==> config.mk <==
export PLATFORM = sky130hd
export DESIGN_NAME = mpfd_front_flat
export DESIGN_NICKNAME = d
export VERILOG_FILES = /design/src/rtl/core/mpfd_pkg.sv /design/src/rtl/core/mpfd_if.sv /design/src/rtl/core/mpfd_front.sv /design/src/flat_wrapper.sv
export SDC_FILE = /design/constraint.sdc
export NUM_CORES = 1
export LEC_CHECK = 0
export ABC_AREA = 1
export BUFFER_PORTS_ARGS = -buffer_cell sky130_fd_sc_hd__buf_4
export CORE_UTILIZATION = 44
export DETAILED_ROUTE_END_ITERATION = 10
export PLACE_DENSITY_LB_ADDON = 0.05
export SLEW_MARGIN = 20
export SYNTH_ARGS = -nofsm -noshare
export SYNTH_HDL_FRONTEND = slang
export SYNTH_SLANG_ARGS = --single-unit
==> constraint.sdc <==
create_clock -name vclk -period 6.2
set_input_delay 1.24 -clock vclk [all_inputs]
set_output_delay 1.24 -clock vclk [all_outputs]
set_load 0.01 [all_outputs]
==> src/rtl/core/mpfd_pkg.sv <==
package mpfd_pkg;

	localparam int DISPLAY_WIDTH_DEF  = 128;
	localparam int DISPLAY_HEIGHT_DEF = 64;
	localparam int CMD_W = 3;
	localparam int X_W   = 7;
	localparam int Y_W   = 6;
	localparam int QUEUE_DEPTH = 2;

	typedef enum logic [2:0] {
		CMD_SET    = 3'd0,
		CMD_GET    = 3'd1,
		CMD_XOR    = 3'd2,
		CMD_FILL   = 3'd3,
		CMD_BITMAP = 3'd4
	} cmd_t;

	// classified work for the back end
	typedef enum logic [1:0] {
		OP_NONE = 2'd0,
		OP_GET  = 2'd1,
		OP_RECT = 2'd2
	} op_t;

	// a rect op covers columns x0..x1 over the pages that hold rows y0..y1; per byte the bit mask
	// comes from the row span, and per column the value/mask pattern
	typedef struct packed {
		op_t        op;
		logic [7:0] x0;
		logic [7:0] x1;
		logic [7:0] y0;
		logic [7:0] y1;
		logic       inv;    // invert rather than write
		logic [7:0] wmask;  // column pattern for bitmap: bit i = column x0+i active
		logic [7:0] wval;   // value for each bitmap column
		logic       bmp;    // use column pattern
		logic       val;    // fill value
	} work_t;

	typedef enum logic [1:0] {
		BS_IDLE  = 2'd0,
		BS_READ  = 2'd1,
		BS_WRITE = 2'd2,
		BS_CLEAR = 2'd3
	} bstate_t;

endpackage

==> src/rtl/core/mpfd_if.sv <==
interface mpfd_in_if;
	logic       valid;
	logic       ready;
	logic [2:0] cmd;
	logic [6:0] x_start;
	logic [5:0] y_start;
	logic [6:0] x_end;
	logic [5:0] y_end;
	logic       pixel_value;
	logic [7:0] bitmap_bits;
	logic [2:0] first_bit;
	logic [3:0] pixel_count;
	logic       fg_index;
	logic       bg_index;
	modport source (output valid, cmd, x_start, y_start, x_end, y_end, pixel_value,
		bitmap_bits, first_bit, pixel_count, fg_index, bg_index, input ready);
	modport sink (input valid, cmd, x_start, y_start, x_end, y_end, pixel_value,
		bitmap_bits, first_bit, pixel_count, fg_index, bg_index, output ready);
endinterface


==> src/rtl/core/mpfd_front.sv <==
module mpfd_front (
	input  logic           xor_mode,
	input  logic           transparent_mode,
	mpfd_in_if.sink        in_ch,
	input  logic           q_full,
	output logic           q_push,
	output mpfd_pkg::work_t q_data
);
	import mpfd_pkg::*;

	logic [3:0] limit, cnt;
	logic [7:0] act, bitv;
	logic [7:0] xs8;

	assign in_ch.ready = !q_full;
	assign q_push = in_ch.valid && !q_full;
	assign xs8 = {1'b0, in_ch.x_start};

	always_comb begin
		limit = 4'd8 - {1'b0, in_ch.first_bit};
		cnt = (in_ch.pixel_count > limit) ? limit : in_ch.pixel_count;
		// column i of the 8-wide span starting at x_start
		for (int i = 0; i < 8; i++) begin
			act[i]  = (4'(i) >= {1'b0, in_ch.first_bit}) &&
				(4'(i) < {1'b0, in_ch.first_bit} + cnt);
			bitv[i] = in_ch.bitmap_bits[7-i];
			if (xor_mode || transparent_mode) act[i] = act[i] && bitv[i];
		end
	end

	always_comb begin
		q_data = '0;
		q_data.x0 = xs8;
		q_data.y0 = {2'b0, in_ch.y_start};
		q_data.x1 = xs8;
		q_data.y1 = {2'b0, in_ch.y_start};
		unique case (in_ch.cmd)
			CMD_SET: begin
				q_data.op = OP_RECT;
				q_data.val = in_ch.pixel_value;
			end
			CMD_GET: q_data.op = OP_GET;
			CMD_XOR: begin
				q_data.op = OP_RECT;
				q_data.inv = 1'b1;
			end
			CMD_FILL: begin
				q_data.op = (in_ch.x_end < in_ch.x_start || in_ch.y_end < in_ch.y_start)
					? OP_NONE : OP_RECT;
				q_data.x1 = {1'b0, in_ch.x_end};
				q_data.y1 = {2'b0, in_ch.y_end};
				q_data.inv = xor_mode;
				q_data.val = in_ch.pixel_value;
			end
			CMD_BITMAP: begin
				q_data.op = (act == 8'd0) ? OP_NONE : OP_RECT;
				q_data.x1 = xs8 + 8'd7;
				q_data.bmp = 1'b1;
				q_data.inv = xor_mode;
				q_data.wmask = act;
				for (int i = 0; i < 8; i++)
					q_data.wval[i] = bitv[i] ? in_ch.fg_index : in_ch.bg_index;
			end
			default: q_data.op = OP_NONE;
		endcase
	end
endmodule

==> src/flat_wrapper.sv <==
// flat-port wrapper written by rule: the top's interface ports become plain ports
module mpfd_front_flat import mpfd_pkg::*;
  (xor_mode, transparent_mode, q_full, q_push, q_data, in_ch_valid, in_ch_cmd, in_ch_x_start, in_ch_y_start, in_ch_x_end, in_ch_y_end, in_ch_pixel_value, in_ch_bitmap_bits, in_ch_first_bit, in_ch_pixel_count, in_ch_fg_index, in_ch_bg_index, in_ch_ready);
  mpfd_in_if in_ch_i ();
  input  logic xor_mode;
  input  logic transparent_mode;
  input  logic q_full;
  output logic q_push;
  output mpfd_pkg::work_t q_data;
  input wire logic [$bits(in_ch_i.valid)-1:0] in_ch_valid;
  input wire logic [$bits(in_ch_i.cmd)-1:0] in_ch_cmd;
  input wire logic [$bits(in_ch_i.x_start)-1:0] in_ch_x_start;
  input wire logic [$bits(in_ch_i.y_start)-1:0] in_ch_y_start;
  input wire logic [$bits(in_ch_i.x_end)-1:0] in_ch_x_end;
  input wire logic [$bits(in_ch_i.y_end)-1:0] in_ch_y_end;
  input wire logic [$bits(in_ch_i.pixel_value)-1:0] in_ch_pixel_value;
  input wire logic [$bits(in_ch_i.bitmap_bits)-1:0] in_ch_bitmap_bits;
  input wire logic [$bits(in_ch_i.first_bit)-1:0] in_ch_first_bit;
  input wire logic [$bits(in_ch_i.pixel_count)-1:0] in_ch_pixel_count;
  input wire logic [$bits(in_ch_i.fg_index)-1:0] in_ch_fg_index;
  input wire logic [$bits(in_ch_i.bg_index)-1:0] in_ch_bg_index;
  output wire logic [$bits(in_ch_i.ready)-1:0] in_ch_ready;
  assign in_ch_i.valid = in_ch_valid;
  assign in_ch_i.cmd = in_ch_cmd;
  assign in_ch_i.x_start = in_ch_x_start;
  assign in_ch_i.y_start = in_ch_y_start;
  assign in_ch_i.x_end = in_ch_x_end;
  assign in_ch_i.y_end = in_ch_y_end;
  assign in_ch_i.pixel_value = in_ch_pixel_value;
  assign in_ch_i.bitmap_bits = in_ch_bitmap_bits;
  assign in_ch_i.first_bit = in_ch_first_bit;
  assign in_ch_i.pixel_count = in_ch_pixel_count;
  assign in_ch_i.fg_index = in_ch_fg_index;
  assign in_ch_i.bg_index = in_ch_bg_index;
  assign in_ch_ready = in_ch_i.ready;
  mpfd_front u_core (.xor_mode(xor_mode), .transparent_mode(transparent_mode), .in_ch(in_ch_i), .q_full(q_full), .q_push(q_push), .q_data(q_data));
endmodule
==> metrics <==
outcome finished, final reports clean; fmax 171 MHz; most frequent cells in the layout 101 x buf_4, 46 x nand2_1, 44 x inv_1; Total GRT Usage approximately 22%; sequential element share of the synthesized area 0%; P_sw 121 uW; Seq cells 0; dpl ws 334 ps; Die Ht approximately 61 um; post-synth cell types 33; Rows 21; syn avg cell area 5.85 sq um; final hold vios 0; Startpoint Class input port; layout cells sized above 1 36.2%; DR vias 1902; vias in the first global route 1417; # diodes 0; Starting Density 46.1%; global-route wire length before repair 6.29 mm; initial antenna violation count 0; combinational share of power 100.0%; Syn. warnings 0; Remaining DRCs 0; Post-CTS Hold Fix Bufs 0; largest family of logic cells by synthesized area simple AND/OR/NAND/NOR gates; Tcrit/Tclk final 94.3%; Crit Path Category in -> out; post-synthesis adder-cell area fraction 19.8%; Rel. slew slack 34.0%; Routed Antenna Nets 0; Hold EP q_data[32]; leakage 0.00128 uW; Internal approximately 94 uW; Net Sw Frac around 56%; max_cap viols 0; post-CTS setup buffer count 0; DR WL/cell about 11 um; Simple-Gate Fraction of Synth Area 36.0%; Least-Margin Pin Slew 985 ps; Placer Congestion 0.859; synthesized area 0.00155 sq mm; beginning of the worst hold path in_ch_y_start[5]; Critical Path End Type primary output; port buffer count 101; clkbuf count 0; largest net degree at the start of global routing 23; worst-case vdd ir drop 86.2 uV; drt via density about 4.8; die width 61.4 um; first-pass iteration count of the detailed router 4; endpoints failing setup 0; most common cell after layout, fill and taps aside buf_4; Final Power 215 uW; setup ws final 356 ps; fin nets 425; # IOs 106; Clock Power Share 0%; setup TNS 0 ps; complex-gate fraction of the synthesized area 21.5%; part of the power in registers 0%; RSZ-0062 raised after global routing false; Detailed Route Iter0 Violations 110; final max-slew violation count 0; mux cell area share after synthesis 0%; Area Overhead vs Synth 43.9%; post_cts resized 0; synth top area cells ha_1 19%, nand2_1 11%, inv_1 11%; XOR/XNOR Fraction of Synth Area 0.565%; Tmin final 5840 ps; core area 0.00336 sq mm; Reg area 0 sq um; Arrival @ worst endpoint 4600 ps; total global routing overflow 0; total wire length 4.46 mm; cell area power density 96.4 mW/mm^2; Hold Path Class in -> out; cell count after synthesis around 270; DP HPWL 3.92 mm; CP Data Required Time 4960 ps; Worst Path Max Fanout 8; Yosys top cell by area ha_1; share of Yosys cell area claimed by the top area cell type 18.5%; WHS Path Cells 2; die area roughly 0.0038 sq mm
[routing by layer]
metal	up-vias	track usage [%]	share of wire, %
met5	-	0	0
met3	2	0.840	7.0
met1	820	28.0	43
met2	63	41.5	50
li1	1017	-	-
met4	0	0.952	0.40
[how the worst max path moves through the flow]
stage,startpoint,end,cells past startpoint
finish,in_ch_first_bit[0],q_data[52],25
global placement,in_ch_first_bit[0],q_data[52],25
floorplan,in_ch_first_bit[0],q_data[52],23
CTS,in_ch_first_bit[0],q_data[52],25
global route,in_ch_first_bit[0],q_data[52],25
detailed placement,in_ch_first_bit[0],q_data[52],25
[cells by family after synthesis]
group | Yosys count
AOI/OAI and AO/OA | 50
xor gates and xnor gates | 1
adders and majority gates | 24
buffers and inverters | 72
other | 1
and+or+nand+nor | 117
[Yosys cell counts, drive strengths merged, types with 2 or more instances]
master	count
buf	19
clkbuf	3
nand2	52
a21oi	10
nor2	40
o221ai	5
nor3	6
nand3	18
o211ai	6
ha	23
a211oi	8
o22a	2
o21ai	15
inv	49
[worst max-delay path: stages]
cell and delay, ps:
buf_4 140, inv_1 80, ha_1 210, ha_1 270
inv_1 50, ha_1 270, nand2_1 60, inv_2 60
nand2_1 60, nand2_2 90, nand2_4 90, o21ai_0 190
ha_1 200, inv_1 50, fa_1 370, xnor2_1 300
inv_1 150, nand3_2 120, nand2_1 80, nor2_1 110
nor2_1 50, nand3_1 110, nand2_1 70, nand2_1 70
buf_4 120
[area by class of cell]
| type | count | area (sq um) |
|---|---|---|
| Multi-Input combinational cell | 197 | 1230 |
| Tap cell | 46 | 57.6 |
| Inverter | 50 | 189 |
| Fill cell | 346 | 1130 |
| Timing Repair Buffer | 101 | 758 |
[metrics by stage]
stage | hold WS, ps | std cells | area [sq um] | util (%)
2_1_floorplan | 2520 | 269 | 1570 | -
5_1_grt | 2680 | 394 | 2230 | 66.4
6_report | 2670 | 394 | 2230 | 66.4
3_5_place_dp | 2670 | 394 | 2230 | 66.4
4_1_cts | 2670 | 394 | 2230 | 66.4
3_3_place_gp | 2670 | 394 | 2230 | 66.4
[power groups by stage]
stage	Sequential (uW)	Clock (uW)	Combinational, uW
final	0	0	215
after global routing	0	0	241
after CTS	0	0	216
after detailed placement	0	0	215
after global placement	0	0	212
after floorplan	0	0	142
Note: power is estimated with default switching activity, not from simulation.
