`src/rtl/core/mpfd_pkg.sv`:
```
package mpfd_pkg;

	localparam int DISPLAY_WIDTH_DEF  = 128;
	localparam int DISPLAY_HEIGHT_DEF = 64;
	localparam int CMD_W = 3;
	localparam int X_W   = 7;
	localparam int Y_W   = 6;
	localparam int QUEUE_DEPTH = 2;

	typedef enum logic [2:0] {
		CMD_SET    = 3'd0,
		CMD_GET    = 3'd1,
		CMD_XOR    = 3'd2,
		CMD_FILL   = 3'd3,
		CMD_BITMAP = 3'd4
	} cmd_t;

	// classified work for the back end
	typedef enum logic [1:0] {
		OP_NONE = 2'd0,
		OP_GET  = 2'd1,
		OP_RECT = 2'd2
	} op_t;

	// a rect op covers columns x0..x1 over the pages that hold rows y0..y1; per byte the bit mask
	// comes from the row span, and per column the value/mask pattern
	typedef struct packed {
		op_t        op;
		logic [7:0] x0;
		logic [7:0] x1;
		logic [7:0] y0;
		logic [7:0] y1;
		logic       inv;    // invert rather than write
		logic [7:0] wmask;  // column pattern for bitmap: bit i = column x0+i active
		logic [7:0] wval;   // value for each bitmap column
		logic       bmp;    // use column pattern
		logic       val;    // fill value
	} work_t;

	typedef enum logic [1:0] {
		BS_IDLE  = 2'd0,
		BS_READ  = 2'd1,
		BS_WRITE = 2'd2,
		BS_CLEAR = 2'd3
	} bstate_t;

endpackage

```
`src/rtl/core/mpfd_queue.sv`:
```
module mpfd_queue #(
	parameter int DEPTH = 2
) (
	input  logic            clk,
	input  logic            arst_n,
	input  logic            push,
	input  mpfd_pkg::work_t wdata,
	output logic            full,
	input  logic            pop,
	output logic            empty,
	output mpfd_pkg::work_t rdata
);
	import mpfd_pkg::*;
	localparam int AW = (DEPTH > 1) ? $clog2(DEPTH) : 1;

	work_t          buf_q [DEPTH];
	logic [AW-1:0]  wp_q, rp_q;
	logic [AW:0]    cnt_q;

	assign full  = (cnt_q == (AW+1)'(DEPTH));
	assign empty = (cnt_q == '0);
	assign rdata = buf_q[rp_q];

	always_ff @(posedge clk) if (push) buf_q[wp_q] <= wdata;

	always_ff @(posedge clk or negedge arst_n) begin
		if (!arst_n) begin
			wp_q <= '0;
			rp_q <= '0;
			cnt_q <= '0;
		end else begin
			if (push) wp_q <= (wp_q == AW'(DEPTH-1)) ? '0 : wp_q + 1'b1;
			if (pop)  rp_q <= (rp_q == AW'(DEPTH-1)) ? '0 : rp_q + 1'b1;
			cnt_q <= cnt_q + (AW+1)'(push) - (AW+1)'(pop);
		end
	end

`ifndef SYNTHESIS
	a_no_overflow: assert property (@(posedge clk) disable iff (!arst_n) full |-> !push)
		else $error("queue overflow");
	a_no_underflow: assert property (@(posedge clk) disable iff (!arst_n) empty |-> !pop)
		else $error("queue underflow");
	a_cnt_range: assert property (@(posedge clk) disable iff (!arst_n)
		cnt_q <= (AW+1)'(DEPTH)) else $error("queue count out of range");
`endif
endmodule

```
`config.mk`:
```
export PLATFORM = sky130hd
export DESIGN_NAME = mpfd_queue
export DESIGN_NICKNAME = d
export VERILOG_FILES = /design/src/rtl/core/mpfd_pkg.sv /design/src/rtl/core/mpfd_queue.sv
export SDC_FILE = /design/constraint.sdc
export NUM_CORES = 1
export LEC_CHECK = 0
export CORE_MARGIN = 2
export CORE_UTILIZATION = 60
export DETAILED_ROUTE_END_ITERATION = 8
export DONT_BUFFER_PORTS = 1
export PLACE_DENSITY = 0.86
export SYNTH_ARGS = -nofsm -noshare
export SYNTH_HDL_FRONTEND = slang
export SYNTH_SLANG_ARGS = --single-unit
```
`constraint.sdc`:
```
create_clock -name clk -period 3.85 [get_ports clk]
set_clock_uncertainty 0.15 [all_clocks]
set_input_delay 0 -clock clk [delete_from_list [all_inputs] [get_ports clk]]
set_output_delay 0 -clock clk [all_outputs]
set_load 0.02 [all_outputs]
```
==> results of run 1 <==
## state kept, by name, summed over array words and instances, names as in the netlist
register  cells
buf_q       106
cnt_q         2
rp_q          1
wp_q          1
## routing by layer
| layer | vias up | global-route usage | wire length (um) |
|---|---|---|---|
| met1 | 906 | 0.1933 | 2497 |
| met4 | 0 | 0.06061 | 112 |
| met2 | 70 | 0.3288 | 3842 |
| met5 | - | 0 | 0 |
| met3 | 10 | 0.06250 | 481 |
| li1 | 832 | - | - |
## path summary, 6_finish.rpt
path	to	from	slack, ps	cells after the start
worst max-delay path	buf_q[0][42]$_DFFE_PP_	wp_q$_DFFE_PN0P_	1740	2
worst min-delay path	buf_q[1][40]$_DFFE_PP_	wdata[40]	140	1
worst max register to register	buf_q[0][42]$_DFFE_PP_	wp_q$_DFFE_PN0P_	1740	2
worst min register to register	wp_q$_DFFE_PN0P_	wp_q$_DFFE_PN0P_	420	1
max in group asynchronous	rp_q$_DFFE_PN0P_	arst_n	3080	2
min in group asynchronous	cnt_q[1]$_DFF_PN0_	arst_n	280	2
## cells in the final DEF, fill, tap and decap left out, drive strengths merged
cell	Yosys	routed
clkinv	0	3
clkinvlp	0	1
inv	2	3
nor2	1	1
mux2	53	53
bufinv	0	1
clkbuf	0	10
ha	2	2
buf	6	1
dfrtp	4	4
and2	1	1
edfxtp	106	106
xor3	1	1
dlygate4sd3	0	57
xor2	2	2
nor2b	2	2
## critical path: stages, from the launching register on
cell and delay, ps:
dfrtp_1 440, nor2b_4 760, buf_4 430
## cell families (layout without fill, tap and decap cells)
kind of cell | after synthesis | after routing | share of synthesized area
flops | 110 | 110 | 0.7686
mux | 53 | 53 | 0.1828
simple gates | 4 | 4 | 0.005272
xor+xnor | 3 | 3 | 0.009666
buf+inv | 8 | 76 | 0.02783
fa+ha+maj | 2 | 2 | 0.005857
## what timing repair did
item,in CTS,in global routing
resized for setup,0,0
endpoints found under the hold margin,146,0
hold buffers,57,0
## where the power goes
part           switching (mW)  internal [mW]
registers               0.222           1.60
logic                   0.578          0.499
clock network           0.360          0.322
total                    1.16           2.42
## layout make-up
type / count / area (um^2) / area share
well taps: 96 / 120.1 / 0.02366
inverters: 2 / 7.507 / 0.001479
flip-flops and latches: 110 / 3287 / 0.6474
multi-input cells: 62 / 878.3 / 0.1730
repair buffers: 58 / 578.1 / 0.1138
clock inverters: 6 / 68.82 / 0.01355
clock buffers: 10 / 137.6 / 0.02711
==> metrics.cfg, run 1 <==
[clock_network]
cts_root_buffer=clkbuf_8
htreeDepth=3
clk_pin_slew_ps=100
clock_path_buffers=2
cts_tree=built
insertion_delay_ps=350
cts_sinks=110
postCtsSetupBuffers=0
cts_made_buffers=9

[routing]
wl_per_cell_um=20.15
drtAntennaViolNets=0
vias_per_cell=5.285
route.detailed.drc=0
wl_mm=6.933
via_count=1818
firstDrtPassIters=4
drtIter0Drc=71

[sta]
setup-tns-final_ps=0
hold_viol=0
tightest_slew_ps=1281
post-route-min-period_ps=2106
max_freq_mhz=474.9
rsz0062_at_grt=false
fin_ws_ps=1744
setup_viol=0
slew_violations=0
fin_crit_sh=0.5470
timing.hold.ws_ps=140.6
relSlewSlack=0.1463

[synth]
synthTopCellsByArea=edfxtp_1 (75%), mux2_4 (17%), buf_12 (2.3%)
async_reset_ff_frac=0.03636
syn_avg_cell_area_um2=23.73
syn-cell-area_um2=4272
syn_nets=239
synth_edf_count=106
yosysTopAreaCell=edfxtp_1
yosys_most_used_dff=edfxtp_1
synth_seq_cells=110
yosys.cell_types.count=13
yosysTopAreaCellShare=0.7452
syn_inst=180
synth_most_common_cell=edfxtp_1
ys_warn_count=0
ys_seq_area_frac=0.7686
netlist_top_cells_count=edfxtp_1 (106), mux2_4 (49), buf_12 (5)

[placed_design]
io_buffer_count=0
post-place-ws_ps=1734
placedCellCount=271
hpwl_mm=4.119
gp_congestion=0.7016
place_area_um2=4300

[floorplanning]
io_pins=112
die_area_um2=7810
start_util=0.6253
fp.dieH_um=88.38
coreArea_um2=6832
row_count=30
chipWidth_um=88.38

[critical_path]
arrival_ps=1990
endpoint_kind=register
crit_fanout=33
cp.required_ps=3730
critPathKind=reg2reg
crit_path_start_kind=register

[pwr]
p_leak_nw=1.869
power_density_nw_per_um2=704.3
ir_drop_mv=0.7649
finalPower_mw=3.576

[layout]
fin_cells=344
nNetsFinal=302
diodes=0
syn2layout_area_growth_pct=18.86
fin_util=0.7432
drive_gt1_frac=0.2944
final_cell_area_um2=5077
nFillCells=411

[grt]
grt.total_usage=0.1795
grt_pass1_vias=1963
grt_start_max_net_pins=55
antenna_found_initial=0
grt_pass1_wl_mm=9.970
grt_overflow=0

[job]
cap_violations=0

[hold_path]
hp-class=in2reg

[status]
status=completed

Power figures use the tool's default switching activity.
==> run 2: changes to the inputs <==
clock period = 2.15 ns   (was 3.85 ns; I/O delays follow)
==> metrics.cfg, run 2 (synthesis gave the netlist of run 1 again) <==
[layout]
largest_reg_flops=106  ; unchanged
nNetsFinal=307  ; +1.7%
final_cell_area_um2=5099  ; +0.42%
top_register=buf_q
nFillCells=408  ; -0.73%
drive_gt1_frac=0.2925  ; -0.001865
syn2layout_area_growth_pct=19.36
reg_top3=buf_q: 106 flops, cnt_q: 2 flops
layout_common_cells=edfxtp_1 (106), dlygate4sd3_1 (57), mux2_4 (49)
layout_commonest_cell=edfxtp_1

[grt]
grt_pass1_vias=2057  ; +4.8%
grt_start_max_net_pins=39  ; -29%
grt.total_usage=0.1965  ; +0.01696
grt_overflow=0  ; unchanged
grt_pass1_wl_mm=10.76  ; +8.0%
antenna_found_initial=0  ; unchanged

[critical_path]
slowest_delay_ps=500  ; -260 ps
path_cells=buf_12, mux2_4
critPathKind=reg2out
endpoint=rdata[33]
endpoint_kind=output port
startpoint=rp_q$_DFFE_PN0P_
reg2reg_depth=2  ; unchanged
arrival_ps=1510  ; -480 ps
rr_startpoint=wp_q$_DFFE_PN0P_
slowest_stage=dfrtp_4
crit_fanout=31  ; -6.1%
cp.required_ps=2000  ; -1730 ps
crit_path_start_kind=register
r2r_end=buf_q[1][40]$_DFFE_PP_
ff2ff_setup_slack_ps=600  ; -1140 ps

[clock_network]
cts_made_buffers=9  ; unchanged
clk_pin_slew_ps=90  ; about the same
htreeDepth=3  ; unchanged
cts_sinks=110  ; unchanged
cts_tree=built
cts_root_buffer=clkbuf_8
postCtsSetupBuffers=0  ; unchanged
insertion_delay_ps=350  ; about the same
clock_path_buffers=2  ; unchanged

[hold_path]
hp-class=in2reg

[pwr]
power_switching_mw=2.079  ; +79%
pwr-share-comb=0.357  ; +0.056
p_leak_nw=1.875  ; +0.28%
p_int_mw=4.242  ; +76%
clkPwrFrac=0.166  ; -0.025
power.share.switching=0.3290  ; +0.004742
power_density_nw_per_um2=1240  ; +76%
sequentialPowerShare=0.477  ; -0.031
ir_drop_mv=0.7398  ; -3.3%

[placed_design]
gp_congestion=0.6885  ; -1.9%
hpwl_mm=4.461  ; +8.3%
place_area_um2=4363  ; +1.5%
io_buffer_count=0  ; unchanged

[routing]
drtIter0Drc=112  ; +58%
vias_per_cell=5.271  ; -0.25%
firstDrtPassIters=5  ; +1
wl_per_cell_um=21.12  ; +4.8%
drtAntennaViolNets=0  ; unchanged
route.detailed.drc=0  ; unchanged
via_count=1845  ; +1.5%
wl_mm=7.391  ; +6.6%

[sta]
slew_violations=0  ; unchanged
hold_viol=0  ; unchanged
post-route-min-period_ps=1657
max_freq_mhz=603.7
fin_crit_sh=0.7705
tightest_slew_ps=515.1  ; -765.5 ps
setup-tns-final_ps=0  ; unchanged
relSlewSlack=0.6566  ; +0.5103
rsz0062_at_grt=false
setup_viol=0  ; unchanged

[floorplanning]
die_area_um2=7810  ; unchanged
coreArea_um2=6832  ; unchanged
row_count=30  ; unchanged
io_pins=112  ; unchanged
chipWidth_um=88.38  ; unchanged
fp.dieH_um=88.38  ; unchanged
start_util=0.6253  ; unchanged

[status]
status=completed

[job]
cap_violations=0  ; unchanged

-- run 2: changes by cell type in the layout (fill, tap and decap cells not counted), sizes merged --
cell / previous run / this run
buf: 1 / 6
bufinv: 1 / 0
clkbuf: 10 / 13
clkinv: 3 / 1
clkinvlp: 1 / 2
diode: 0 / 1
inv: 3 / 2
-- run 2: power by group through the flow --
stage / registers [mW] / clock network, mW / logic [mW]
CTS: 3.02 / 1.07 / 2.27
floorplan: 2.99 / 0 / 2.07
finish: 3.02 / 1.05 / 2.26
global route: 3.05 / 1.17 / 2.39
global placement: 3.02 / 0 / 2.11
detailed placement: 3.07 / 0 / 2.16
-- run 2: through the flow --
| stage | hold WS (ps) | std cells | power (mW) | setup WS, ps | util |
|---|---|---|---|---|---|
| floorplan | -445.6 | 180 | 5.054 | 367.0 | - |
| global placement | -445.5 | 276 | 5.132 | 664.5 | 0.6386 |
| detailed placement | -445.4 | 276 | 5.232 | 590.5 | 0.6386 |
| CTS | 128.0 | 349 | 6.355 | 473.5 | 0.7460 |
| global route | 136.2 | 349 | 6.602 | 434.0 | 0.7460 |
| finish | 142.8 | 350 | 6.321 | 493.4 | 0.7463 |
-- run 2: timing repair --
item / 4_1_cts / 5_1_grt
hold buffers: 57 / 0
gates resized for setup: 0 / 0
endpoints found under the setup margin: 0 / 0
endpoints found under the hold margin: 144 / 0
-- run 2: area by class of cell --
class                      instances  area (um^2)  area share
antenna                            1        2.502   0.0004908
multi-input combinational         62        878.3      0.1723
clock inverter                     3        23.77    0.004663
timing repair buffer              63        640.6      0.1256
sequential                       110         3287      0.6447
inverter                           2        7.507    0.001472
clock buffer                      13        138.9     0.02724
tap                               96        120.1     0.02356
-- run 2: worst max-delay path, delay by kind of cell, from the launching register on --
kind / cells / cell delay (ps)
mux: 1 / 370
buf+inv: 1 / 270
flops: 1 / 500
-- run 2: worst min-delay path by stage --
stage	from	endpoint	slack, ps	cells after the start
2_1_floorplan	arst_n	cnt_q[0]$_DFF_PN0_	-450	0
3_3_place_gp	arst_n	cnt_q[0]$_DFF_PN0_	-450	0
3_5_place_dp	arst_n	cnt_q[1]$_DFF_PN0_	-450	0
4_1_cts	wdata[34]	buf_q[1][34]$_DFFE_PP_	130	1
5_1_grt	wdata[47]	buf_q[1][47]$_DFFE_PP_	140	1
6_report	wdata[34]	buf_q[0][34]$_DFFE_PP_	140	1
-- run 2: routing by layer --
| layer | vias to the layer above | GRT usage | wire (um) |
|---|---|---|---|
| met5 | - | 0 | 0 |
| met4 | 0 | 0.07438 | 118 |
| met3 | 11 | 0.06250 | 494 |
| met2 | 81 | 0.3691 | 4118 |
| met1 | 916 | 0.2030 | 2660 |
| li1 | 837 | - | - |
